## src/hdl/ising_lattice_energy_magnetization_unit_macros.svh

```systemverilog
// ----------------------------------------------------------------------------
// Assertion macros for the Ising lattice energy and magnetisation unit
// Shorthand for clocked implication checks that report through $error.
// ----------------------------------------------------------------------------
`ifndef ISING_LATTICE_ENERGY_MAGNETIZATION_UNIT_MACROS_SVH
`define ISING_LATTICE_ENERGY_MAGNETIZATION_UNIT_MACROS_SVH

// Same-cycle implication: whenever ante holds, cons holds too.
`define ILEM_ASSERT_IMP(lbl, clk, rst_n, ante, cons, msg) \
  lbl: assert property (@(posedge clk) disable iff (!rst_n) (ante) |-> (cons)) \
    else $error(msg);

// Next-cycle implication: whenever ante holds, cons holds in the next cycle.
`define ILEM_ASSERT_NXT(lbl, clk, rst_n, ante, cons, msg) \
  lbl: assert property (@(posedge clk) disable iff (!rst_n) (ante) |=> (cons)) \
    else $error(msg);

`endif

```

## src/hdl/ilem_pkg.sv

```systemverilog
// ----------------------------------------------------------------------------
// ilem_pkg
// Field widths, payload types and fixed constants of the lattice unit.
// ----------------------------------------------------------------------------
package ilem_pkg;

  localparam int SPIN_W     = 14;  // total spin field
  localparam int ENERGY_W   = 15;  // total energy field
  localparam int CFG_W      = 7;   // side length register
  localparam int SIDE_MIN   = 2;   // smallest usable side
  localparam int SIDE_RESET = 32;  // side after reset, before clamping
  localparam int JOB_DEPTH  = 2;   // entries in the front-to-back job queue

  typedef logic signed [SPIN_W-1:0]   total_spin_t;
  typedef logic signed [ENERGY_W-1:0] total_energy_t;
  typedef logic [CFG_W-1:0]           side_cfg_t;

endpackage

```

## src/hdl/ilem_job_fifo.sv

```systemverilog
// ----------------------------------------------------------------------------
// ilem_job_fifo
// Short queue of finished frames (their total spin) from front to back.
// ----------------------------------------------------------------------------
module ilem_job_fifo (
  input  logic                  clk,
  input  logic                  rst_n,
  input  logic                  push,
  input  ilem_pkg::total_spin_t push_data,
  input  logic                  pop,
  output ilem_pkg::total_spin_t pop_data,
  output logic                  empty
);

  localparam int PW = $clog2(ilem_pkg::JOB_DEPTH);
  localparam int CW = $clog2(ilem_pkg::JOB_DEPTH + 1);

  ilem_pkg::total_spin_t entry_r [ilem_pkg::JOB_DEPTH];
  logic [PW-1:0] wr_ptr_r, wr_ptr_nxt;
  logic [PW-1:0] rd_ptr_r, rd_ptr_nxt;
  logic [CW-1:0] count_r, count_nxt;

  always_comb begin
    wr_ptr_nxt = wr_ptr_r;
    rd_ptr_nxt = rd_ptr_r;
    count_nxt  = count_r;
    if (push) begin
      wr_ptr_nxt = wr_ptr_r + PW'(1);
    end
    if (pop) begin
      rd_ptr_nxt = rd_ptr_r + PW'(1);
    end
    if (push && !pop) begin
      count_nxt = count_r + CW'(1);
    end else if (pop && !push) begin
      count_nxt = count_r - CW'(1);
    end
  end

  always_ff @(posedge clk) begin
    if (!rst_n) begin
      wr_ptr_r <= '0;
      rd_ptr_r <= '0;
      count_r  <= '0;
    end else begin
      wr_ptr_r <= wr_ptr_nxt;
      rd_ptr_r <= rd_ptr_nxt;
      count_r  <= count_nxt;
    end
  end

  always_ff @(posedge clk) begin
    if (push) begin
      entry_r[wr_ptr_r] <= push_data;
    end
  end

  assign pop_data = entry_r[rd_ptr_r];
  assign empty    = (count_r == '0);

endmodule

```

## config.mk

```make
export PLATFORM = sky130hd
export DESIGN_NAME = ilem_job_fifo
export DESIGN_NICKNAME = d
export VERILOG_FILES = /design/src/hdl/ising_lattice_energy_magnetization_unit_macros.svh /design/src/hdl/ilem_pkg.sv /design/src/hdl/ilem_job_fifo.sv
export SDC_FILE = /design/constraint.sdc
export NUM_CORES = 1
export LEC_CHECK = 0
export BUFFER_PORTS_ARGS = -buffer_cell sky130_fd_sc_hd__clkbuf_2
export CAP_MARGIN = 20
export CORE_UTILIZATION = 54
export DETAILED_ROUTE_END_ITERATION = 16
export PLACE_DENSITY = 0.82
export SYNTH_ARGS = -nofsm -noshare
export SYNTH_HDL_FRONTEND = slang
export SYNTH_SLANG_ARGS = --single-unit
```

## constraint.sdc

```tcl
create_clock -name clk -period 2.4 [get_ports clk]
set_input_delay 0.24 -clock clk [delete_from_list [all_inputs] [get_ports clk]]
set_output_delay 0.24 -clock clk [all_outputs]
set_load 0.05 [all_outputs]
```

== Yosys cells after proc, flatten, opt, wreduce, memory -nomap -nowiden ==
Memories as Yosys holds them, arrays and structs flattened. A register that Yosys moved wholly into a read port is not among the register bits.
Cells that the tools add are included.
Storage, ports and cells
  register bits after elaboration: 4
  RAM bits: 28
  bits of input ports: 18
  logic and storage cells: 20
  memories: 1
Memory list
  entry_r: depth 2, width 14, read ports 1, clocked after memory_dff 1, write ports 1, RTL line ilem_job_fifo.sv:18  | ilem_pkg::total_spin_t entry_r [ilem_pkg::JOB_DEPTH];
Operators by class
  add/sub/neg operators: 4
  multiplexer cells: 6
  reduce and logical (&&, ||, !) cells: 6
Operator list (count)
  $mux W1: 4
  $mux W2: 2
  $add A1 B1 Y1 const B: 2
  $add A2 B1 Y2 const B: 1
  $logic_and A1 B1 Y1: 2
  $logic_not A1 Y1: 2
  $logic_not A2 Y1: 1
  $reduce_bool A2 Y1: 1
  $sub A2 B1 Y2 const B: 1

== Depth between registers and ports, before layout ==
Gate-level depths: netlist of the first run.
  word-level depth: 4
  gate-level depth with buffers: 5
  depth with buffers taken out: 5

== Worst setup path after synthesis of the first run ==
OpenSTA, ideal clock, no wires.
  kind: reg-to-reg
  start: register wr_ptr_r
  end: memory entry_r[0][0] (netlist name) (enable)
  library setup time: 387 ps
  data arrival time: 991 ps
  data required time: 2013 ps
  setup slack: 1022 ps
  cell stages (with the launch flop): 2
  buffers on the path: 0
  period minus slack after synthesis: 1378 ps
  cells stage by stage: dfxtp_1 nor2b_1
RTL lines
  start: declaration: RTL line ilem_job_fifo.sv:19  | logic [PW-1:0] wr_ptr_r, wr_ptr_nxt;
  start signal: assignment: RTL line ilem_job_fifo.sv:46  | wr_ptr_r <= wr_ptr_nxt;
  end: declaration: RTL line ilem_job_fifo.sv:18
Straight into the memory's write port.

==> impl_metrics.yaml, run 1 <==
drt:
  drcViolationCount: 0
  met2WireLength_um: 966
  wl_um: 1825
  avgViaCountPerCell: 4.977
  drt_iter0_markers: 2
  m1WireLength_um: 725
  vias: 652
  top_layer: "met4"
  wl_met3_um: 112
  wl_per_cell_um: 13.93
  drt_first_pass_iters: 4
  final_antenna_net_count: 0
power:
  p_leak_uw: 0.0005727
  max-vdd-ir-drop_uv: 491.4
  power_per_cell_area_nw_per_um2: 800.8
synthesis:
  ys_types: 15
  synth_top_cell_by_area: "edfxtp_1"
  yosysSeqAreaShare_pct: 77.37
  ys_top_cells_by_area: "edfxtp_1 (69%), mux2_2 (13%), dfxtp_1 (8.2%)"
  ys_warn_count: 0
  ys_ff_latch: 33
  synth_area_um2: 1216
  synth_top_area_share_pct: 69.14
  avgSynthCellArea_um2: 19.00
  syn_inst: 64
  syn_nets: 83
clocking:
  hold_buffers: 0
  clk_pin_slew_ns: 0.09
  cts_tree: "yes"
  clock_latency_ns: 0.31
  numCtsBuffers: 5
  cts_buffer_depth: 2
  cts_resized: 0
  numClockSinks: 33
  cts_root_buf: "clkbuf_4"
  htree_levels: 2
  post_cts_buffers: 0
place:
  dp.cells: 123
  placed_cell_area_um2: 1410
  portBuffers: 32
  dp_worst_setup_slack_ns: 0.8141
  dp_hpwl_um: 1306
  place.gp.congestion: 0.5729
die:
  die_h_um: 49.46
  die_w_um: 49.46
  start_util_pct: 59.56
  fp-row-count: 16
  die-area_um2: 2446
  core_area_um2: 2042
  io_pins: 33
global_routing:
  grt_overflow: 0
  grt_pass1_wl_um: 2967
  first_global_vias: 723
  antenna_found_initial: 0
  grt_usage_pct: 17.33
  grt_max_degree: 15
timing:
  finalSetupViolCount: 0
  slew_viol_final: 0
  setup_slack_ns: 0.4965
  fin_crit_ns: 1.903
  setup_tns_ns: 0
  rsz0062_at_grt: "false"
  fin_skew_ns: 0.001651
  fmax_mhz: 525.4
  min_period_over_period_pct: 79.31
  hold_viol_final: 0
  slew_headroom_pct: 55.63
  tightest_slew_ns: 0.6656
layout:
  final_layout_size_suffix_gt1_share_pct: 50.00
  fin_util_pct: 71.45
  syn_to_final_growth_pct: 19.96
  instances_no_fill: 131
  finalInstanceArea_um2: 1459
  nNetsFinal: 122
  nFillCells: 156
  final_common_cell: "clkbuf_2"
  final_cell_mix: "clkbuf_2 (32), edfxtp_1 (28), mux2_2 (14), dfxtp_1 (5), clkbuf_4 (5)"
  num_antenna_cells: 0
worst_setup_path:
  crit_chain: "mux2_2 > clkbuf_2"
  path_buf_inv: 1
  path_class: "reg -> out"
  cp_slowest_cell: "dfxtp_1"
  endpoint_kind: "output port"
  cp_top_family: "flip-flops"
  worst-path-max-fanout: 14
  slowest_delay_ns: 0.71
  required_ns: 2.16
  critPathArrivalTime_ns: 1.66
  start_kind: "flip-flop"
  r2r_start: "wr_ptr_r"
worst_hold_path:
  hp-class: "in -> reg"
  hold_start: "push_data[11]"
job:
  drv_cap: 0
run_status:
  status: "finished clean"
[worst register-to-register path: stages (launching register included)]
cell	delay [ns]
dfxtp_1	0.33
nor2b_1	0.45
buf_4	0.28
[power breakdown]
group / internal, µW / switching (µW)
clock network: 117 / 160
registers: 658 / 19.2
logic: 67.9 / 146
total: 843 / 326
[through the flow]
step                      hold WS [ns]  total power [µW]
after floorplan                 0.3389             850.6
after global placement          0.4292             898.3
after detailed placement        0.4347             906.3
after CTS                      0.09745              1182
after global routing           0.09716              1209
final                           0.1104              1168
[state kept, by name, indices dropped and copies added (netlist names), named ones only]
register  count
count_r       2
entry_r      28
rd_ptr_r      1
wr_ptr_r      1
[synthesized netlist by cell type (all sizes together)]
library cell	instances
or3	1
nor2b	2
o21ai	1
o21a	1
buf	1
xor2	2
xnor2	1
and2	4
inv	1
dfxtp	5
edfxtp	28
nor2	1
mux2	14
ha	1
a21boi	1
[logic make-up (layout without fill, tap and decap cells)]
kind of cell,count (synthesis),count (layout),share of synthesized area (%)
adders and majority gates,1,1,1.029
muxes,14,14,12.96
xor gates and xnor gates,3,3,2.161
and+or+nand+nor,8,8,3.909
DFF,33,33,77.37
AOI/OAI and AO/OA,3,3,1.646
buffers and inverters,2,42,0.9259
[path summary, 6_finish.rpt]
kind,endpoint,slack (ns),cells past startpoint
setup / recovery,pop_data[10],0.50,2
hold / removal,entry_r[1][11],0.11,1
setup reg to reg,entry_r[0][13],1.05,2
hold reg to reg,count_r[1],0.53,2
[routing by layer]
metal,track usage (%),up-vias
li1,-,317
met1,18.34,312
met2,30.37,20
met3,6.173,3
met4,8.571,0
met5,0,-
[layout make-up]
class / count / area (µm²) / area share (%)
Tap cell: 27 / 33.78 / 2.316
Multi-Input combinational cell: 29 / 264.0 / 18.10
Inverter: 1 / 3.754 / 0.2573
Timing Repair Buffer: 33 / 167.7 / 11.49
Clock buffer: 8 / 48.80 / 3.345
Sequential cell: 33 / 940.9 / 64.49
Power figures use the tool's default switching activity.
==> run 2: changes to the inputs <==
--- a/config.mk
+++ b/config.mk
@@ -5,11 +5,12 @@
 export SDC_FILE = /design/constraint.sdc
 export NUM_CORES = 1
 export LEC_CHECK = 0
+export ABC_AREA = 1
 export BUFFER_PORTS_ARGS = -buffer_cell sky130_fd_sc_hd__clkbuf_2
 export CAP_MARGIN = 20
-export CORE_UTILIZATION = 54
+export CORE_UTILIZATION = 50
 export DETAILED_ROUTE_END_ITERATION = 16
-export PLACE_DENSITY = 0.82
+export PLACE_DENSITY = 0.76
 export SYNTH_ARGS = -nofsm -noshare
 export SYNTH_HDL_FRONTEND = slang
 export SYNTH_SLANG_ARGS = --single-unit
==> constraint.sdc (replaced) <==
create_clock -name clk -period 1.8 [get_ports clk]
set_input_delay 0.18 -clock clk [delete_from_list [all_inputs] [get_ports clk]]
set_output_delay 0.18 -clock clk [all_outputs]
set_load 0.05 [all_outputs]
==> run 2 against run 1 <==
Effect of this change:
- synthesized area grew 1.4%
- global-route usage increased by 0.53 points
- highest routed layer unchanged
- power is 31% higher
- setup slack worse by 0.39 ns
- wire length is 4.4% higher
- count of clock-buffer cells in the layout fell by 3
- synthesized cell count rose by 20%
- flip-flop and latch count unchanged
==> impl_metrics.yaml, run 2 <==
synthesis:
  synth_area_um2: 1234
  synth_common_cells: "edfxtp_1 (28), mux2_2 (14), inv_1 (8), nand2_1 (8), nor2_1 (8)"
  ys.flop_type: "edfxtp_1"
  synth_edf_count: 28
  yosysSeqAreaShare_pct: 76.27
  syn_inst: 77
  ys_async_sr_fraction_pct: 0
  avgSynthCellArea_um2: 16.02
  ys_types: 12
  synth_top_area_share_pct: 68.15
  ys_warn_count: 0
  ys_ff_latch: 33
  syn_nets: 96
  synth_most_common_cell: "edfxtp_1"
  ys_top_cells_by_area: "edfxtp_1 (68%), mux2_2 (13%), dfxtp_1 (8.1%)"
  synth_top_cell_by_area: "edfxtp_1"
place:
  place.gp.congestion: 0.6345
  dp_hpwl_um: 1398
  portBuffers: 32
  placed_cell_area_um2: 1433
drt:
  drt_first_pass_iters: 4
  drcViolationCount: 0
  drt_iter0_markers: 6
  wl_per_cell_um: 13.05
  avgViaCountPerCell: 4.945
  vias: 722
  wl_um: 1906
  final_antenna_net_count: 0
global_routing:
  first_global_vias: 730
  grt_overflow: 0
  grt_pass1_wl_um: 3111
  grt_max_degree: 15
  grt_usage_pct: 17.86
  antenna_found_initial: 0
layout:
  final_layout_size_suffix_gt1_share_pct: 46.61
  nNetsFinal: 136
  fin_util_pct: 65.20
  multiInputGateArea_um2: 251.5
  num_antenna_cells: 0
  finalInstanceArea_um2: 1484
  top_register: "entry_r"
  syn_to_final_growth_pct: 20.28
  nFillCells: 176
  final_cell_mix: "clkbuf_2 (32), edfxtp_1 (28), mux2_2 (14)"
  final_common_cell: "clkbuf_2"
  register_area_um2: 942.2
  largest_reg_flops: 28
  top_regs: "entry_r: 28 flops, count_r: 2 flops"
die:
  die_w_um: 51.67
  start_util_pct: 54.21
  core_area_um2: 2276
  die-area_um2: 2670
  die_h_um: 51.67
  fp-row-count: 17
  io_pins: 33
worst_setup_path:
  cp_slowest_cell: "dfxtp_2"
  critPathArrivalTime_ns: 1.52
  slowest_delay_ns: 0.39
  crit_chain: "buf_4 > mux2_2 > clkbuf_2"
  required_ns: 1.62
  start_kind: "flip-flop"
  endpoint_kind: "output port"
  path_class: "reg -> out"
  worst-path-max-fanout: 10
power:
  p_leak_uw: 0.0006199
  power_per_cell_area_nw_per_um2: 1031
  p_total_uw: 1529
  max-vdd-ir-drop_uv: 690.1
clocking:
  htree_levels: 2
  cts_buffer_depth: 2
  clk_pin_slew_ns: 0.10
  cts_root_buf: "clkbuf_4"
  numClockSinks: 33
  cts_tree: "yes"
  numCtsBuffers: 5
  clock_latency_ns: 0.33
timing:
  hold_viol_final: 0
  slew_viol_final: 0
  min_period_over_period_pct: 94.28
  fin_crit_ns: 1.697
  tightest_slew_ns: 0.5347
  finalSetupViolCount: 0
  fin_skew_ns: 0.005426
  rsz0062_at_grt: "false"
  fmax_mhz: 589.3
  slew_headroom_pct: 64.32
  setup_tns_ns: 0
worst_hold_path:
  hp-class: "in -> reg"
run_status:
  status: "finished clean"
job:
  drv_cap: 0
run 2: area by class of cell:
| class | count | share of cell area [%] |
|---|---|---|
| well taps | 28 | 2.361 |
| inverters | 8 | 2.024 |
| repair buffers | 34 | 11.80 |
| flip-flops and latches | 33 | 63.49 |
| clock inverters | 3 | 0.8432 |
| clock buffers | 5 | 2.530 |
| multi-input cells | 35 | 16.95 |
run 2: path summary, 6_finish.rpt:
path                start            end  slack (ns)  cells past startpoint
max reg2reg      wr_ptr_r  entry_r[0][7]        0.54                      2
max             flip-flop    pop_data[9]        0.10                      3
min          push_data[5]  entry_r[0][5]        0.03                      1
min reg2reg      wr_ptr_r       wr_ptr_r        0.51                      2
run 2: kinds of logic after synthesis:
kind of cell / share of synthesized area [%]
AOI/OAI and AO/OA: 0.8106
buffers and inverters: 3.347
muxes: 12.78
and+or+nand+nor: 5.781
adders and majority gates: 1.014
DFF: 76.27
run 2: critical path, delay by kind of cell (launching register included):
family / cells / cell delay [ns]
muxes: 1 / 0.36
DFF: 1 / 0.39
buffers and inverters: 2 / 0.45
run 2: report_power, final:
| group | switching (µW) | internal, µW |
|---|---|---|
| registers | 15.6 | 877 |
| logic | 185 | 77.6 |
| clock network | 233 | 141 |
| total | 434 | 1100 |
run 2: what timing repair did:
action,4_1_cts,5_1_grt
gates resized for setup,1,0
hold buffers,0,0
setup buffers,0,0
setup endpoints to repair,4,0
run 2: metrics by stage:
| step | std cells | hold slack (ns) | setup slack [ns] |
|---|---|---|---|
| after detailed placement | 138 | 0.3727 | 0.3964 |
| after global routing | 146 | 0.003254 | 0.02349 |
| after floorplan | 77 | 0.2789 | 0.4801 |
| after CTS | 146 | 0.01687 | 0.06846 |
| final | 146 | 0.03435 | 0.1030 |
| after global placement | 138 | 0.3695 | 0.4018 |
run 2: metal layers:
metal | global-route usage, % | vias to the layer above | wire (µm)
met5 | 0 | - | 0
met1 | 17.82 | 336 | 728
met3 | 8.187 | 6 | 117
met2 | 29.44 | 23 | 1007
met4 | 12.16 | 0 | 52
li1 | - | 357 | -
==> run 3: changes to the inputs <==
--- a/config.mk
+++ b/config.mk
@@ -5,12 +5,11 @@
 export SDC_FILE = /design/constraint.sdc
 export NUM_CORES = 1
 export LEC_CHECK = 0
-export ABC_AREA = 1
 export BUFFER_PORTS_ARGS = -buffer_cell sky130_fd_sc_hd__clkbuf_2
 export CAP_MARGIN = 20
 export CORE_UTILIZATION = 50
 export DETAILED_ROUTE_END_ITERATION = 16
-export PLACE_DENSITY = 0.76
+export PLACE_DENSITY = 0.77
 export SYNTH_ARGS = -nofsm -noshare
 export SYNTH_HDL_FRONTEND = slang
 export SYNTH_SLANG_ARGS = --single-unit
==> run 3 against run 2 <==
Effect of this change:
- wire length unchanged
- maximum frequency up 0.80%
- first-iteration DRC count grew 130%
- register-to-register slack better by 0.02 ns
- final cell count decreased by 8.9%
- highest routed layer unchanged
==> impl_metrics.yaml, run 3 (same netlist as run 1, synthesis figures left out) <==
worst_setup_path:
  worst-path-max-fanout: 10
  path_class: "reg -> out"
  cp_slowest_cell: "dfxtp_2"
  r2r_cells: 1
  start_kind: "flip-flop"
  required_ns: 1.62
  slowest_delay_ns: 0.38
  endpoint_kind: "output port"
  critPathArrivalTime_ns: 1.50
  crit_chain: "buf_4 > mux2_2 > clkbuf_2"
power:
  comb_power_share_pct: 19.0
  power_per_cell_area_nw_per_um2: 1063
  switching_share_pct: 27.83
  max-vdd-ir-drop_uv: 644.1
  p_total_uw: 1562
  p_leak_uw: 0.0005781
  p_seq_share_pct: 57.4
  p_sw_uw: 434.5
  intPower_uw: 1127
  clkPwrFrac_pct: 23.6
clocking:
  cts_tree: "yes"
  cts_root_buf: "clkbuf_4"
  cts_resized: 0
  cts_buffer_depth: 2
  numCtsBuffers: 5
  numClockSinks: 33
  post_cts_buffers: 0
  htree_levels: 2
  clock_latency_ns: 0.32
  clk_pin_slew_ns: 0.09
  hold_buffers: 0
place:
  place.gp.congestion: 0.6310
  dp_hpwl_um: 1390
  portBuffers: 32
layout:
  largest_reg_flops: 28
  top_register: "entry_r"
  syn_to_final_growth_pct: 20.78
  nNetsFinal: 123
  top_regs: "entry_r: 28 flops, count_r: 2 flops"
  final_common_cell: "clkbuf_2"
  register_area_um2: 942.2
  nFillCells: 180
  num_antenna_cells: 0
  final_layout_size_suffix_gt1_share_pct: 51.43
  multiInputGateArea_um2: 264.0
  final_cell_mix: "clkbuf_2 (32), edfxtp_1 (28), mux2_2 (14), clkbuf_4 (5)"
worst_hold_path:
  hp-class: "in -> reg"
  hold_depth: 1
timing:
  hold_viol_final: 0
  timing.hold.ws_ns: 0.04718
  slew_viol_final: 0
  rsz0062_at_grt: "false"
  finalSetupViolCount: 0
  min_period_over_period_pct: 93.53
  fmax_mhz: 594.0
  setup_tns_ns: 0
  fin_crit_ns: 1.684
  slew_headroom_pct: 58.02
  tightest_slew_ns: 0.6298
  fin_skew_ns: 0.005050
die:
  die_h_um: 51.32
  die-area_um2: 2634
  io_pins: 33
  core_area_um2: 2255
  fp-row-count: 17
  die_w_um: 51.32
  start_util_pct: 53.94
global_routing:
  grt_usage_pct: 17.81
  grt_max_degree: 15
  grt_pass1_wl_um: 3118
  first_global_vias: 728
  antenna_found_initial: 0
  grt_overflow: 0
drt:
  drt_first_pass_iters: 4
  vias: 674
  final_antenna_net_count: 0
  drt_iter0_markers: 14
  wl_um: 1906
  avgViaCountPerCell: 5.068
  drcViolationCount: 0
  wl_per_cell_um: 14.33
job:
  drv_cap: 0
run_status:
  status: "finished clean"
## run 3: changes by cell type in the layout (fill, tap and decap cells not counted), sizes merged, moves of 2 or more
cell    previous run  this run
nand2              8         0
inv                8         1
nor2               8         1
and2               0         4
clkbuf            37        40
clkinv             3         0
nor2b              0         2
xor2               0         2
## run 3: area by class of cell
cell class | count | area share (%)
clock buffers | 8 | 3.322
inverters | 1 | 0.2555
multi-input cells | 29 | 17.97
flip-flops and latches | 33 | 64.14
well taps | 28 | 2.385
repair buffers | 34 | 11.93
## run 3: routing by layer
metal	global-route usage [%]	up-vias	share of wire, %
met5	0	-	0
met3	8.036	2	6.6
met4	8.108	0	0.73
met1	18.02	324	36
met2	31.14	31	57
li1	-	317	-
## run 3: path summary, 6_finish.rpt
| check | start | to | slack, ns |
|---|---|---|---|
| setup reg to reg | wr_ptr_r | entry_r[1][0] | 0.56 |
| hold reg to reg | count_r[1] | count_r[1] | 0.54 |
| setup / recovery | flip-flop | pop_data[8] | 0.12 |
| hold / removal | push_data[13] | entry_r[0][13] | 0.05 |
## run 3: stage by stage
step / setup slack (ns) / instance area (µm²) / util (%) / instances
after CTS: 0.02351 / 1468 / 65.09 / 133
after global routing: 0.02805 / 1469 / 65.15 / 133
final: 0.1164 / 1469 / 65.15 / 133
after floorplan: 0.4217 / 1216 / - / 64
after detailed placement: 0.4009 / 1419 / 62.93 / 125
after global placement: 0.4120 / 1419 / 62.93 / 125
## run 3: power by group through the flow
stage,Clock [µW],Sequential [µW],Combinational (µW)
6_report,368,897,297
5_1_grt,420,903,313
4_1_cts,383,897,300
3_5_place_dp,0,915,298
3_3_place_gp,0,910,292
2_1_floorplan,0,908,226
## run 3: critical path, delay by kind of cell (launching register included)
kind | cells | cell delay (ns)
buffers and inverters | 2 | 0.45
DFF | 1 | 0.38
muxes | 1 | 0.36
