$ cat config.mk
export PLATFORM = sky130hd
export DESIGN_NAME = ilem_front_flat
export DESIGN_NICKNAME = d
export VERILOG_FILES = /design/src/hdl/ising_lattice_energy_magnetization_unit_macros.svh /design/src/hdl/ilem_pkg.sv /design/src/hdl/ilem_if.sv /design/src/hdl/ilem_front.sv /design/src/flat_wrapper.sv
export SDC_FILE = /design/constraint.sdc
export NUM_CORES = 1
export LEC_CHECK = 0
export BUFFER_PORTS_ARGS = -buffer_cell sky130_fd_sc_hd__buf_2
export CORE_ASPECT_RATIO = 1.1
export CORE_UTILIZATION = 45
export DETAILED_ROUTE_END_ITERATION = 8
export PLACE_DENSITY = 0.67
export RECOVER_POWER = 25
export SETUP_SLACK_MARGIN = 0.2
export SYNTH_ARGS = -nofsm -noshare
export SYNTH_HDL_FRONTEND = slang
export SYNTH_SLANG_ARGS = --single-unit
$ cat constraint.sdc
create_clock -name clk -period 15 [get_ports clk]
set_clock_uncertainty 0.1 [all_clocks]
set_input_delay 3.75 -clock clk [delete_from_list [all_inputs] [get_ports clk]]
set_output_delay 3.75 -clock clk [all_outputs]
set_load 0.01 [all_outputs]
$ cat src/hdl/ising_lattice_energy_magnetization_unit_macros.svh
// ----------------------------------------------------------------------------
// Assertion macros for the Ising lattice energy and magnetisation unit
// Shorthand for clocked implication checks that report through $error.
// ----------------------------------------------------------------------------
`ifndef ISING_LATTICE_ENERGY_MAGNETIZATION_UNIT_MACROS_SVH
`define ISING_LATTICE_ENERGY_MAGNETIZATION_UNIT_MACROS_SVH

// Same-cycle implication: whenever ante holds, cons holds too.
`define ILEM_ASSERT_IMP(lbl, clk, rst_n, ante, cons, msg) \
  lbl: assert property (@(posedge clk) disable iff (!rst_n) (ante) |-> (cons)) \
    else $error(msg);

// Next-cycle implication: whenever ante holds, cons holds in the next cycle.
`define ILEM_ASSERT_NXT(lbl, clk, rst_n, ante, cons, msg) \
  lbl: assert property (@(posedge clk) disable iff (!rst_n) (ante) |=> (cons)) \
    else $error(msg);

`endif

$ cat src/hdl/ilem_pkg.sv
// ----------------------------------------------------------------------------
// ilem_pkg
// Field widths, payload types and fixed constants of the lattice unit.
// ----------------------------------------------------------------------------
package ilem_pkg;

  localparam int SPIN_W     = 14;  // total spin field
  localparam int ENERGY_W   = 15;  // total energy field
  localparam int CFG_W      = 7;   // side length register
  localparam int SIDE_MIN   = 2;   // smallest usable side
  localparam int SIDE_RESET = 32;  // side after reset, before clamping
  localparam int JOB_DEPTH  = 2;   // entries in the front-to-back job queue

  typedef logic signed [SPIN_W-1:0]   total_spin_t;
  typedef logic signed [ENERGY_W-1:0] total_energy_t;
  typedef logic [CFG_W-1:0]           side_cfg_t;

endpackage

$ cat src/hdl/ilem_if.sv
// ----------------------------------------------------------------------------
// ilem channel interfaces
// Valid/ready channels for spins in, sums out and the side length register.
// ----------------------------------------------------------------------------
interface ilem_in_if;
  logic valid;
  logic ready;
  logic spin;
  logic last;

  modport source (output valid, output spin, output last, input ready);
  modport sink   (input valid, input spin, input last, output ready);
endinterface


interface ilem_cfg_if;
  logic                valid;
  logic                ready;
  ilem_pkg::side_cfg_t data;

  modport source (output valid, output data, input ready);
  modport sink   (input valid, input data, output ready);
endinterface

$ cat src/hdl/ilem_front.sv
// ----------------------------------------------------------------------------
// ilem_front
// Load spins into the store, keep the running spin sum, queue a frame on last.
// ----------------------------------------------------------------------------
module ilem_front #(
  parameter int MAX_SIDE = 64,
  localparam int DEPTH   = MAX_SIDE * MAX_SIDE,
  localparam int ADDR_W  = $clog2(DEPTH),
  localparam int SIDE_W  = $clog2(MAX_SIDE + 1)
) (
  input  logic                  clk,
  input  logic                  rst_n,
  ilem_in_if.sink               in_ch,
  ilem_cfg_if.sink              cfg_ch,
  input  logic                  back_busy,
  input  logic                  job_empty,
  output logic                  job_push,
  output ilem_pkg::total_spin_t job_data,
  output logic                  ram_we,
  output logic [ADDR_W-1:0]     ram_waddr,
  output logic                  ram_wdata,
  output logic [SIDE_W-1:0]     side
);

  localparam int CNT_W  = ADDR_W + 1;
  localparam int PROD_W = 2 * SIDE_W;
  localparam int CMP_W  = (SIDE_W > ilem_pkg::CFG_W) ? SIDE_W : ilem_pkg::CFG_W;
  localparam int RST_SIDE  = (ilem_pkg::SIDE_RESET > MAX_SIDE) ? MAX_SIDE
                                                               : ilem_pkg::SIDE_RESET;
  localparam int RST_SITES = RST_SIDE * RST_SIDE;

  logic [SIDE_W-1:0]     side_r, side_nxt;
  logic [CNT_W-1:0]      sites_r, sites_nxt;
  logic [CNT_W-1:0]      count_r, count_nxt;
  ilem_pkg::total_spin_t spin_sum_r, spin_sum_nxt;

  logic [CMP_W-1:0]      cfg_ext;
  logic [SIDE_W-1:0]     side_clamp;
  logic [PROD_W-1:0]     side_sq;
  logic                  cfg_take;
  logic                  in_take;
  logic                  in_range;
  ilem_pkg::total_spin_t spin_upd;

  // clamp the written side into the usable range, then square it
  always_comb begin
    cfg_ext = CMP_W'(cfg_ch.data);
    if (cfg_ext < CMP_W'(ilem_pkg::SIDE_MIN)) begin
      side_clamp = SIDE_W'(ilem_pkg::SIDE_MIN);
    end else if (cfg_ext > CMP_W'(MAX_SIDE)) begin
      side_clamp = SIDE_W'(MAX_SIDE);
    end else begin
      side_clamp = SIDE_W'(cfg_ext);
    end
    side_sq = PROD_W'(side_clamp) * PROD_W'(side_clamp);
  end

  assign cfg_ch.ready = 1'b1;
  assign cfg_take     = cfg_ch.valid && cfg_ch.ready;

  // hold input while a frame waits for or occupies the store scan
  assign in_ch.ready = job_empty && !back_busy;
  assign in_take     = in_ch.valid && in_ch.ready;
  assign in_range    = (count_r < sites_r);

  assign spin_upd  = in_range ? spin_sum_r + {{(ilem_pkg::SPIN_W-1){~in_ch.spin}}, 1'b1}
                              : spin_sum_r;

  assign ram_we    = in_take && in_range;
  assign ram_waddr = count_r[ADDR_W-1:0];
  assign ram_wdata = in_ch.spin;
  assign job_push  = in_take && in_ch.last;
  assign job_data  = spin_upd;
  assign side      = side_r;

  always_comb begin
    side_nxt     = side_r;
    sites_nxt    = sites_r;
    count_nxt    = count_r;
    spin_sum_nxt = spin_sum_r;
    if (cfg_take) begin
      side_nxt  = side_clamp;
      sites_nxt = CNT_W'(side_sq);
    end
    if (in_take) begin
      if (in_ch.last) begin
        count_nxt    = '0;
        spin_sum_nxt = '0;
      end else begin
        spin_sum_nxt = spin_upd;
        if (count_r != CNT_W'(DEPTH)) begin
          count_nxt = count_r + CNT_W'(1);
        end
      end
    end
  end

  always_ff @(posedge clk) begin
    if (!rst_n) begin
      side_r     <= SIDE_W'(RST_SIDE);
      sites_r    <= CNT_W'(RST_SITES);
      count_r    <= '0;
      spin_sum_r <= '0;
    end else begin
      side_r     <= side_nxt;
      sites_r    <= sites_nxt;
      count_r    <= count_nxt;
      spin_sum_r <= spin_sum_nxt;
    end
  end

endmodule

$ cat src/flat_wrapper.sv
// flat-port wrapper written by rule: the top's interface ports become plain ports
module ilem_front_flat 
#(
  parameter int MAX_SIDE = 64,
  localparam int DEPTH   = MAX_SIDE * MAX_SIDE,
  localparam int ADDR_W  = $clog2(DEPTH),
  localparam int SIDE_W  = $clog2(MAX_SIDE + 1)
)
  (clk, rst_n, back_busy, job_empty, job_push, job_data, ram_we, ram_waddr, ram_wdata, side, in_ch_valid, in_ch_spin, in_ch_last, in_ch_ready, cfg_ch_valid, cfg_ch_data, cfg_ch_ready);
  ilem_in_if in_ch_i ();
  ilem_cfg_if cfg_ch_i ();
  input  logic clk;
  input  logic rst_n;
  input  logic back_busy;
  input  logic job_empty;
  output logic job_push;
  output ilem_pkg::total_spin_t job_data;
  output logic ram_we;
  output logic [ADDR_W-1:0] ram_waddr;
  output logic ram_wdata;
  output logic [SIDE_W-1:0] side;
  input wire logic [$bits(in_ch_i.valid)-1:0] in_ch_valid;
  input wire logic [$bits(in_ch_i.spin)-1:0] in_ch_spin;
  input wire logic [$bits(in_ch_i.last)-1:0] in_ch_last;
  output wire logic [$bits(in_ch_i.ready)-1:0] in_ch_ready;
  input wire logic [$bits(cfg_ch_i.valid)-1:0] cfg_ch_valid;
  input wire logic [$bits(cfg_ch_i.data)-1:0] cfg_ch_data;
  output wire logic [$bits(cfg_ch_i.ready)-1:0] cfg_ch_ready;
  assign in_ch_i.valid = in_ch_valid;
  assign in_ch_i.spin = in_ch_spin;
  assign in_ch_i.last = in_ch_last;
  assign in_ch_ready = in_ch_i.ready;
  assign cfg_ch_i.valid = cfg_ch_valid;
  assign cfg_ch_i.data = cfg_ch_data;
  assign cfg_ch_ready = cfg_ch_i.ready;
  ilem_front #(.MAX_SIDE(MAX_SIDE)) u_core (.clk(clk), .rst_n(rst_n), .in_ch(in_ch_i), .cfg_ch(cfg_ch_i), .back_busy(back_busy), .job_empty(job_empty), .job_push(job_push), .job_data(job_data), .ram_we(ram_we), .ram_waddr(ram_waddr), .ram_wdata(ram_wdata), .side(side));
endmodule
* Word-level counts from Yosys, hierarchy flattened
Index checks and enable logic that the tools add are counted.
** Word-level totals
- Output and inout port bits :: 38
- Bits in registers :: 47
- Bits of input ports :: 15
- Word-level logic and storage cells :: 25
** Operators by class
- Mux-type cells :: 6
- Magnitude comparators :: 3
- Bitwise operators :: 1
- Reduce and logical (&&, ||, !) cells :: 7
- Equality and inequality tests :: 1
- Add/sub/neg operators :: 2
- $mul :: 1
** Operators by type and width (number)
- $mux W14 :: 2
- $mux W13 :: 2
- $add A14 B14 Y14 :: 1
- $mux W7 :: 2
- $add A13 B1 Y13 const B :: 1
- $lt A13 B13 Y1 :: 1
- $mul A7 B7 Y13 :: 1
- $ne A13 B13 Y1 const B :: 1
- $gt A7 B7 Y1 const B :: 1
- $lt A7 B2 Y1 const B :: 1
- $logic_and A1 B1 Y1 :: 4
- $reduce_and A2 Y1 :: 1
- $reduce_bool A2 Y1 :: 1
- $logic_not A1 Y1 :: 1
- $not A1 Y1 :: 1

* Logic depth before layout (Yosys ltp)
Gate-level depths: netlist (run 1).
- Depth in word-level cells :: 4
- Mapped depth :: 16
- Depth with buffers taken out :: 15

* Least setup slack after synthesis (run 1)
No wires, ideal clock.
- Kind :: input to output
- From :: input port in_ch_spin
- To :: output port job_data[11]
- Path slack :: 5.764 ns
- Arrival :: 5.386 ns
- Path buffers :: 0
- Data required time :: 11.150 ns
- Cell stages on the path :: 8
- Path through :: inv_1 > ha_1 > a21oi_1 > o21ai_0 > a21oi_1 > o21ai_0 > xnor2_1 > mux2_2
** Between the ends
- Word-level cells in the longest chain between the ends :: 3
** RTL lines
- start: declaration :: RTL line flat_wrapper.sv:23 : input wire logic [$bits(in_ch_i.spin)-1:0] in_ch_spin;
- $not A1 Y1 :: RTL line ilem_front.sv:66 : assign spin_upd = in_range ? spin_sum_r + {{(ilem_pkg::SPIN_W-1){~in_ch.spin}}, 1'b1}
- $add A14 B14 Y14 :: RTL line ilem_front.sv:66
- $mux W14 :: RTL line ilem_front.sv:66
- end: declaration :: RTL line flat_wrapper.sv:17 : output ilem_pkg::total_spin_t job_data;
No other way between the ends.

* Worst setup path in the final report (run 1)
Same ends and word-level chain as after synthesis.

==> summary.txt, run 1 <==
status: finished with violations
failing checks: capacitance limit, slew limit
most frequent cell after synthesis: nand2_1
number of synthesized register bits: 45
DRT antenna net count: 0
Post-Synth XOR/XNOR Area: 0.0698
Layout area overhead: 8.76%
# rows: 36
Core ar.: 8920 um2
min-delay worst type: reg2reg
Nets: 620
CTS tree: built
die area: 9590 um2
CTS Hold Buffers Added: 0
CTS resizes: 0
Post-CTS Setup Bufs: 0
DP HPWL: 6970 um
Worst Max-Slew Pin Slew: 1.65 ns
GPL Wtd Cong: 0.886
Worst Path Arrival: 5.98 ns
vias: 3569
pin count of the biggest net entering global routing: 43
total grt overflow: 0
peak supply drop: 0.0557 mV
Simple-Gate Fraction of Synth Area: 0.225
combinational family with the most area after synthesis: simple AND/OR/NAND/NOR gates
largest area contributor in the netlist: dfxtp_1
ANT cells: 0
Hold Fails Final Rpt: 0
layout cells sized above 1: 0.0993
clock buffer depth: 2
CTS root buf: clkbuf_8
Die Y: 103 um
distinct cell type count of the synthesized netlist: 52
Via density: 5.42
Yosys Warn Count: 0
initial drt markers: 112
CP Capture Type: primary output
Max Slew Vio Count: 43
Peak Freq: 102 MHz
minimum clock period: 9.83 ns
Final setup viols: 0
H-tree depth: 2
worst-skew pair later-pin latency: 0.31 ns
initial antenna violation count: 0
crit share post-route: 0.655
vias in the first global route: 3299
# Max-Cap Violations: 1
Post-synth EDFFs: 0
CTS Buf Count: 5
complex-gate fraction of the synthesized area: 0.151
Wirelength per Cell: 13.7 um
I/O pins: 53
DRT Pass-1 Iters: 4
Worst Path Required: 11.15 ns
DRC errors left: 0
area of the mapped netlist: 4140 um2
gr usage total: 0.195
clock sink count: 45
first-pass GRT wire length: 15100 um
IO Port Bufs: 51
Final Cell Area: 4510 um2
synth top area cells: dfxtp_1 (22%), ha_1 (14%), fa_1 (7.7%)
share of the synthesized area in the top cell type: 0.217
PwrDens: 82.3 nW/um2
Fill cells: 917
storage element area: 901 um2
sequential fraction of the synthesis area: 0.217
Initial Utilization: 0.465
Leakage: 1.93 nW
post-synthesis average cell area: 8.14 um2
area occupied by multi-input gates: 2930 um2
dpl cell area: 4390 um2
WS Path Type: in2out
CP max FO: 12
CP Launch Type: input port
post-synthesis adder-cell area fraction: 0.216
RSZ-0062 raised after global routing: no
predominant post-synthesis flop cell: dfxtp_1
multiplexer share of the synthesized area: 0.0381
Synth top cells by count: nand2_1 (51), ha_1 (46), dfxtp_1 (45)
Mapped Cells: 509
Reg clk slew, reported paths: 0.08 ns
Die Wd: 93.5 um
routed wire length: 9040 um
Slew headroom: -0.0976
Setup TNS Final: 0 ns
Post-synth ARST share: 0
[power by group]
part	leakage [nW]	switching, mW	internal [mW]
clock	0.0681	0.0449	0.0662
combinational	1.50	0.0738	0.0560
sequential	0.366	0.00361	0.126
[flip-flops by register name, summed over array words and instances, names as in the netlist]
name and count:
u_core.spin_sum_r 14, u_core.count_r 13, u_core.sites_r 12, u_core.side 6
[metrics by stage]
step                utilization  setup WS (ns)  hold slack (ns)  power [mW]  cells
detailed placement        0.492           5.21            0.370       0.262    650
global route              0.505           4.92            0.418       0.398    658
floorplan                     -           5.76            0.353       0.232    515
finish                    0.505           5.17            0.384       0.371    658
CTS                       0.507           5.20            0.384       0.374    658
global placement          0.492           5.27            0.365       0.259    650
[path summary, 6_finish.rpt]
kind / cells past startpoint / slack, ns / to / start
setup / recovery: 10 / 5.17 / job_data[11] / in_ch_spin
hold / removal: 2 / 0.38 / u_core.sites_r[8] / u_core.sites_r[8]
setup reg to reg: 8 / 12.35 / u_core.spin_sum_r[9] / u_core.count_r[8]
hold reg to reg: 2 / 0.38 / u_core.sites_r[8] / u_core.sites_r[8]
[critical path, stage by stage]
cell	delay (ns)
buf_2	0.13
inv_1	0.35
ha_1	0.38
a21oi_1	0.30
o21ai_0	0.13
a21oi_1	0.23
o21ai_0	0.14
xnor2_1	0.16
mux2_2	0.26
buf_2	0.13
[layer usage]
layer  track usage  wire length [um]  part of all wire
met5             0                 0                 0
met4        0.0663               138             0.015
met3        0.0221               242             0.027
met2         0.339              4290              0.47
met1         0.252              4370              0.48
[cell usage in the layout (no fill, tap or decap), types with 6 or more instances in the layout]
master	Yosys	routed
a21oi_1	24	24
a21boi_0	7	7
fa_1	16	16
nand2_1	51	51
o21ai_0	27	27
nor4_1	6	6
ha_1	46	46
nor3b_1	7	7
nand4_1	7	7
a31oi_1	6	6
buf_2	1	37
nor2b_1	16	16
mux2i_1	9	9
o32ai_1	6	6
inv_1	41	41
nor3_1	9	9
nand3_1	12	12
nor2_1	32	32
xnor2_1	25	25
xor2_1	8	8
conb_1	2	8
dfxtp_1	45	45
clkbuf_1	14	14
and2_1	19	19
nand2b_1	7	7
mux2_2	6	6
[area by class of cell]
cell class / count / share of cell area
Clock buffer: 5 / 0.0153
Clock inverter: 3 / 0.0144
Inverter: 41 / 0.0342
Multi-Input combinational cell: 398 / 0.650
Sequential cell: 45 / 0.200
Tap cell: 114 / 0.0317
Timing Repair Buffer: 52 / 0.0544
[kinds of logic after synthesis]
family          Yosys count
simple gates            181
compound gates           99
buf+inv                  72
fa+ha+maj                62
flops                    45
xor+xnor                 33
mux                      15
other cells               2
Note: power is estimated with default switching activity, not from simulation.
==> run 2: changes to the inputs <==
Settings changed: ABC_AREA set to 1, PLACE_DENSITY 0.67 to 0.66.
Clock period 15 ns to 9.9 ns, I/O delays scaled along.
==> run 2 against run 1 <==
The flow now finishes without violations. Highest routed layer unchanged. Worst setup slack worse by 2.1 ns. Largest cell class unchanged. Total power up 38%. Utilization up 0.28 points. Non-clock buffer count unchanged. Die area up 8.8%. Routed wire length up 17%. Synthesized cell count up 36%. First-iteration DRC count up 26%.
==> summary.txt, run 2 <==
status: finished clean (was finished with violations)
initial antenna violation count: 0 (unchanged)
post-synthesis average cell area: 6.52 um2 (was 8.14 um2)
Nets: 807 (was 620)
Synth top cells by count: nand2_1 (173), inv_1 (119), a21oi_1 (58) (was nand2_1 (51), ha_1 (46), dfxtp_1 (45))
layout cells sized above 1: 0.0821 (was 0.0993)
DRC errors left: 0 (unchanged)
crit share post-route: 0.692
Initial Utilization: 0.473 (was 0.465)
Yosys Warn Count: 0 (unchanged)
Die Wd: 97.5 um (was 93.5 um)
crit path buf inv count: 4 (was 3)
I/O pins: 53 (unchanged)
ANT cells: 0 (unchanged)
slowest cell delay on critical path: 0.35 ns (was 0.38 ns)
Leakage: 2.47 nW (was 1.93 nW)
# Max-Cap Violations: 0 (was 1)
Mapped Cells: 692 (was 509)
IO Port Bufs: 51 (unchanged)
Worst Path Arrival: 4.28 ns (was 5.98 ns)
DP HPWL: 8330 um (was 6970 um)
worst-path cell chain: buf_2 -> inv_1 -> ha_1 -> nand2_1 -> inv_1 -> nand2_1 -> nand2_1 -> a21oi_1 -> nand2_1 -> nand2_1 -> nand3_1 -> and2_1 -> buf_2 (was buf_2 -> inv_1 -> ha_1 -> a21oi_1 -> o21ai_0 -> a21oi_1 -> o21ai_0 -> xnor2_1 -> mux2_2 -> buf_2)
CTS Hold Buffers Added: 0 (unchanged)
CTS tree: built (unchanged)
Final Power: 0.513 mW (was 0.371 mW)
Layout area overhead: 7.35% (was 8.76%)
largest area contributor in the netlist: dfxtp_1 (unchanged)
clock sink count: 45 (unchanged)
CTS resizes: 0 (unchanged)
Hold Fails Final Rpt: 0 (unchanged)
predominant post-synthesis flop cell: dfxtp_1 (unchanged)
total grt overflow: 0 (unchanged)
CP Capture Type: primary output (unchanged)
min-delay worst type: reg2reg (unchanged)
leading cell type in the layout, fill and taps excluded: nand2_1 (unchanged)
CP top delay family: buffers and inverters (was compound AO/OA/AOI/OAI gates)
Die Y: 107 um (was 103 um)
number of synthesized register bits: 45 (unchanged)
Final setup viols: 0 (unchanged)
Setup TNS Final: 0 ns (unchanged)
WS Path Type: in2out (unchanged)
vias in the first global route: 3949 (was 3299)
Largest regs: u_core.spin_sum_r: 14 flops, u_core.count_r: 13 flops, u_core.sites_r: 12 flops (unchanged)
Hold Path Depth: 2 (unchanged)
clock buffer depth: 2 (unchanged)
die area: 10400 um2 (was 9590 um2)
distinct cell type count of the synthesized netlist: 37 (was 52)
Post-synth EDFFs: 0 (unchanged)
share of the synthesized area in the top cell type: 0.200 (was 0.217)
Worst Path Required: 7.33 ns (was 11.15 ns)
max reg flops: 14 (unchanged)
PwrDens: 106 nW/um2 (was 82.3 nW/um2)
peak supply drop: 0.0533 mV (was 0.0557 mV)
CP dominant cell by count: nand2_1
Post-CTS Setup Bufs: 0 (unchanged)
# rows: 37 (was 36)
synth top area cells: dfxtp_1 (20%), nand2_1 (14%), ha_1 (13%) (was dfxtp_1 (22%), ha_1 (14%), fa_1 (7.7%))
first-pass GRT wire length: 17800 um (was 15100 um)
Worst Max-Slew Pin Slew: 0.828 ns (was 1.65 ns)
H-tree depth: 2 (unchanged)
routed wire length: 10600 um (was 9040 um)
CTS root buf: clkbuf_8 (unchanged)
post-layout util: 0.508 (was 0.505)
RSZ-0062 raised after global routing: no (unchanged)
gr usage total: 0.208 (was 0.195)
CP Depth: 13 (was 10)
most frequent cell after synthesis: nand2_1 (unchanged)
Post-synth ARST share: 0 (unchanged)
FF-to-FF path depth: 9 (was 8)
slowest cell on the critical path: ha_1 (unchanged)
CP Launch Type: input port (unchanged)
initial drt markers: 141 (was 112)
CTS Buf Count: 5 (unchanged)
Reg clk slew, reported paths: 0.09 ns (was 0.08 ns)
Wirelength per Cell: 12.5 um (was 13.7 um)
sequential fraction of the synthesis area: 0.200 (was 0.217)
Core ar.: 9540 um2 (was 8920 um2)
Via density: 5.09 (was 5.42)
Final Cell Area: 4840 um2 (was 4510 um2)
area of the mapped netlist: 4510 um2 (was 4140 um2)
CP max FO: 12 (unchanged)
Max Slew Vio Count: 0 (was 43)
most frequent cells in the layout: nand2_1 (173), inv_1 (119), a21oi_1 (58) (was nand2_1 (51), ha_1 (46), dfxtp_1 (45))
Peak Freq: 146 MHz
dpl cell area: 4770 um2 (was 4390 um2)
minimum clock period: 6.85 ns
worst-skew pair later-pin latency: 0.31 ns (about the same)
pin count of the biggest net entering global routing: 35 (was 43)
Largest Register: u_core.spin_sum_r (unchanged)
DRT antenna net count: 0 (unchanged)
DRT Pass-1 Iters: 5 (was 4)
Slew headroom: 0.448 (was -0.0976)
vias: 4316 (was 3569)
GPL Wtd Cong: 0.891 (was 0.886)
## run 2: layout make-up
type                    count  area [um2]
fillers                   987        4690
well taps                 117         146
flip-flops and latches     45         901
clock inverters             3        21.3
multi-input cells         503        3000
clock buffers               5        68.8
repair buffers             52         243
inverters                 123         462
## run 2: path summary, 6_finish.rpt
kind	startpoint	endpoint	slack, ns
worst max-delay path	in_ch_spin	job_data[13]	3.05
worst min register to register	u_core.sites_r[3]	u_core.sites_r[3]	0.37
worst max register to register	u_core.count_r[4]	u_core.spin_sum_r[13]	7.64
worst min-delay path	u_core.sites_r[3]	u_core.sites_r[3]	0.37
## run 2: per-stage QoR
step,hold slack (ns),cells,setup WS [ns]
6_report,0.371,848,3.05
5_1_grt,0.386,848,2.84
3_5_place_dp,0.358,840,3.05
4_1_cts,0.372,848,3.04
3_3_place_gp,0.357,840,3.08
2_1_floorplan,0.337,698,3.54
## run 2: power by group
part           internal (mW)  switching (mW)
combinational         0.0742           0.120
sequential             0.190         0.00469
clock                 0.0503          0.0736
## run 2: routing by layer
layer | part of all wire | track usage | vias up | wire length (um)
li1 | - | - | 2248 | -
met1 | 0.45 | 0.256 | 1962 | 4770
met2 | 0.50 | 0.378 | 92 | 5260
met3 | 0.037 | 0.0209 | 14 | 391
met4 | 0.017 | 0.0662 | 0 | 179
met5 | 0 | 0 | - | 0
## run 2: cell families after synthesis
group	after synthesis	share of synthesized area
compound gates	93	0.114
xor+xnor	21	0.0408
fa+ha+maj	62	0.199
buf+inv	150	0.140
flops	45	0.200
other cells	2	0.00166
simple gates	319	0.306
## run 2: worst min-delay path, stage by stage, from the launching register on
cell	delay, ns
dfxtp_1	0.31
inv_1	0.06
a21oi_1	0.06
==> run 3: changes to the inputs <==
Settings changed: ABC_AREA 1 to 0, PLACE_DENSITY 0.66 to 0.69.
Clock period 9.9 ns to 5.7 ns, I/O delays scaled along.
==> run 3 against run 2 <==
The run now ends with capacitance limit, slew limit left. Utilization fell by 0.37 points. Total power rose by 71%. Clock-buffer cell count rose by 1. Die area fell by 8.1%. Cell count fell by 22%. Worst hold slack improved by 0.016 ns. Worst setup slack got worse by 2.7 ns. Clock power rose by 57%. Cell area fell by 7.2%. Routed wire length fell by 16%. Global-route usage fell by 1.6 points. Flip-flop and latch count did not move.
==> summary.txt, run 3 (synthesis results as in run 1) <==
status: finished with violations (was finished clean)
worst-skew pair later-pin latency: 0.30 ns (was 0.31 ns)
crit path buf inv count: 3 (was 4)
# Max-Cap Violations: 1 (was 0)
Core ar.: 8920 um2 (was 9540 um2)
storage element area: 901 um2 (unchanged)
DRT Pass-1 Iters: 4 (was 5)
Slew headroom: -0.0529 (was 0.448)
dpl cell area: 4430 um2 (was 4770 um2)
pin count of the biggest net entering global routing: 43 (was 35)
leading cell type in the layout, fill and taps excluded: nand2_1 (unchanged)
max reg flops: 14 (unchanged)
GPL Wtd Cong: 0.884 (was 0.891)
initial antenna violation count: 0 (unchanged)
worst-path cell chain: buf_2 -> inv_1 -> ha_1 -> a211oi_1 -> o21ai_1 -> a21oi_1 -> o21ai_0 -> xnor2_1 -> mux2_2 -> buf_2 (was buf_2 -> inv_1 -> ha_1 -> nand2_1 -> inv_1 -> nand2_1 -> nand2_1 -> a21oi_1 -> nand2_1 -> nand2_1 -> nand3_1 -> and2_1 -> buf_2)
routed wire length: 8950 um (was 10600 um)
peak supply drop: 0.101 mV (was 0.0533 mV)
Final Cell Area: 4500 um2 (was 4840 um2)
clock buffer depth: 2 (unchanged)
CP top delay family: compound AO/OA/AOI/OAI gates (was buffers and inverters)
RSZ-0062 raised after global routing: no (unchanged)
Setup TNS Final: 0 ns (unchanged)
WS Path Type: in2out (unchanged)
Die Wd: 93.5 um (was 97.5 um)
H-tree depth: 2 (unchanged)
Die Y: 103 um (was 107 um)
CTS root buf: clkbuf_8 (unchanged)
CTS Hold Buffers Added: 0 (unchanged)
vias in the first global route: 3319 (was 3949)
Worst Max-Slew Pin Slew: 1.58 ns (was 0.828 ns)
area occupied by multi-input gates: 2940 um2 (was 3000 um2)
Fill cells: 866 (was 987)
DRC errors left: 0 (unchanged)
Wirelength per Cell: 13.5 um (was 12.5 um)
slowest cell delay on critical path: 0.35 ns (about the same)
Reg clk slew, reported paths: 0.08 ns (was 0.09 ns)
Largest regs: u_core.spin_sum_r: 14 flops, u_core.count_r: 13 flops, u_core.sites_r: 12 flops (unchanged)
Final setup viols: 0 (unchanged)
crit share post-route: 0.933
die area: 9590 um2 (was 10400 um2)
Worst Path Arrival: 3.79 ns (was 4.28 ns)
Max Slew Vio Count: 43 (was 0)
IO Port Bufs: 51 (unchanged)
CP max FO: 12 (unchanged)
Worst Path Required: 4.18 ns (was 7.33 ns)
slowest cell on the critical path: inv_1 (was ha_1)
Largest Register: u_core.spin_sum_r (unchanged)
Final Power: 0.879 mW (was 0.513 mW)
Layout area overhead: 8.58% (was 7.35%)
vias: 3621 (was 4316)
clock sink count: 45 (unchanged)
CTS Buf Count: 5 (unchanged)
Nets: 625 (was 807)
CP Capture Type: primary output (unchanged)
Leakage: 1.94 nW (was 2.47 nW)
gr usage total: 0.192 (was 0.208)
Peak Freq: 188 MHz
PwrDens: 195 nW/um2 (was 106 nW/um2)
DP HPWL: 7070 um (was 8330 um)
failing checks: capacitance limit, slew limit
most frequent cells in the layout: nand2_1 (51), ha_1 (46), dfxtp_1 (45) (was nand2_1 (173), inv_1 (119), a21oi_1 (58))
minimum clock period: 5.32 ns
initial drt markers: 177 (was 141)
worst slack at placement: 0.00649 ns (was 3.05 ns)
Via density: 5.46 (was 5.09)
Initial Utilization: 0.465 (was 0.473)
first-pass GRT wire length: 15000 um (was 17800 um)
# rows: 36 (was 37)
layout cells sized above 1: 0.107 (was 0.0821)
CP dominant cell by count: buf_2 (was nand2_1)
Final WS setup: 0.383 ns (was 3.05 ns)
DRT antenna net count: 0 (unchanged)
total grt overflow: 0 (unchanged)
ANT cells: 0 (unchanged)
CTS tree: built (unchanged)
CP Launch Type: input port (unchanged)
Hold Fails Final Rpt: 0 (unchanged)
min-delay worst type: reg2reg (unchanged)
I/O pins: 53 (unchanged)
==> run 3: worst reg2reg max path: stages, from the launching register on <==
cell      delay, ns
dfxtp_1        0.48
ha_1           0.31
a21oi_1        0.15
o21ai_0        0.14
a22oi_2        0.23
nand2b_1       0.66
o21ai_1        0.90
o32ai_1        0.16
==> run 3: power by group <==
group,leakage (nW),internal [mW],total [mW],switching [mW]
clock,0.0450,0.0852,0.195,0.110
combinational,1.52,0.149,0.342,0.193
sequential,0.366,0.332,0.342,0.00973
==> run 3: layer usage <==
layer  part of all wire  vias up  track usage  wire length [um]
li1                   -     1824            -                 -
met1               0.46     1703        0.242              4100
met2               0.49       80        0.340              4340
met3              0.041       14       0.0251               367
met4              0.015        0       0.0604               137
met5                  0        -            0                 0
==> run 3: metrics by stage <==
| stage | util | instances | hold slack (ns) |
|---|---|---|---|
| 2_1_floorplan | - | 515 | 0.353 |
| 3_3_place_gp | 0.496 | 655 | 0.369 |
| 3_5_place_dp | 0.496 | 655 | 0.377 |
| 4_1_cts | 0.506 | 663 | 0.389 |
| 5_1_grt | 0.504 | 663 | 0.423 |
| 6_report | 0.504 | 663 | 0.387 |
==> run 3: cell type report <==
| cell class | count | area share |
|---|---|---|
| Clock buffer | 6 | 0.0161 |
| Tap cell | 114 | 0.0317 |
| Inverter | 41 | 0.0342 |
| Clock inverter | 2 | 0.00223 |
| Multi-Input combinational cell | 398 | 0.653 |
| Sequential cell | 45 | 0.200 |
| Timing Repair Buffer | 57 | 0.0629 |
==> run 3: final timing paths <==
path / startpoint / to / slack [ns] / depth (start not counted)
worst max-delay path: in_ch_spin / job_data[11] / 0.38 / 10
worst min-delay path: u_core.sites_r[8] / u_core.sites_r[8] / 0.39 / 2
worst max register to register: u_core.count_r[8] / u_core.spin_sum_r[12] / 2.41 / 7
worst min register to register: u_core.sites_r[8] / u_core.sites_r[8] / 0.39 / 2
==> run 3: what timing repair did <==
item / 4_1_cts / 5_1_grt
endpoints found under the setup margin: 0 / 3
setup buffers: 0 / 0
resized for setup: 0 / 1
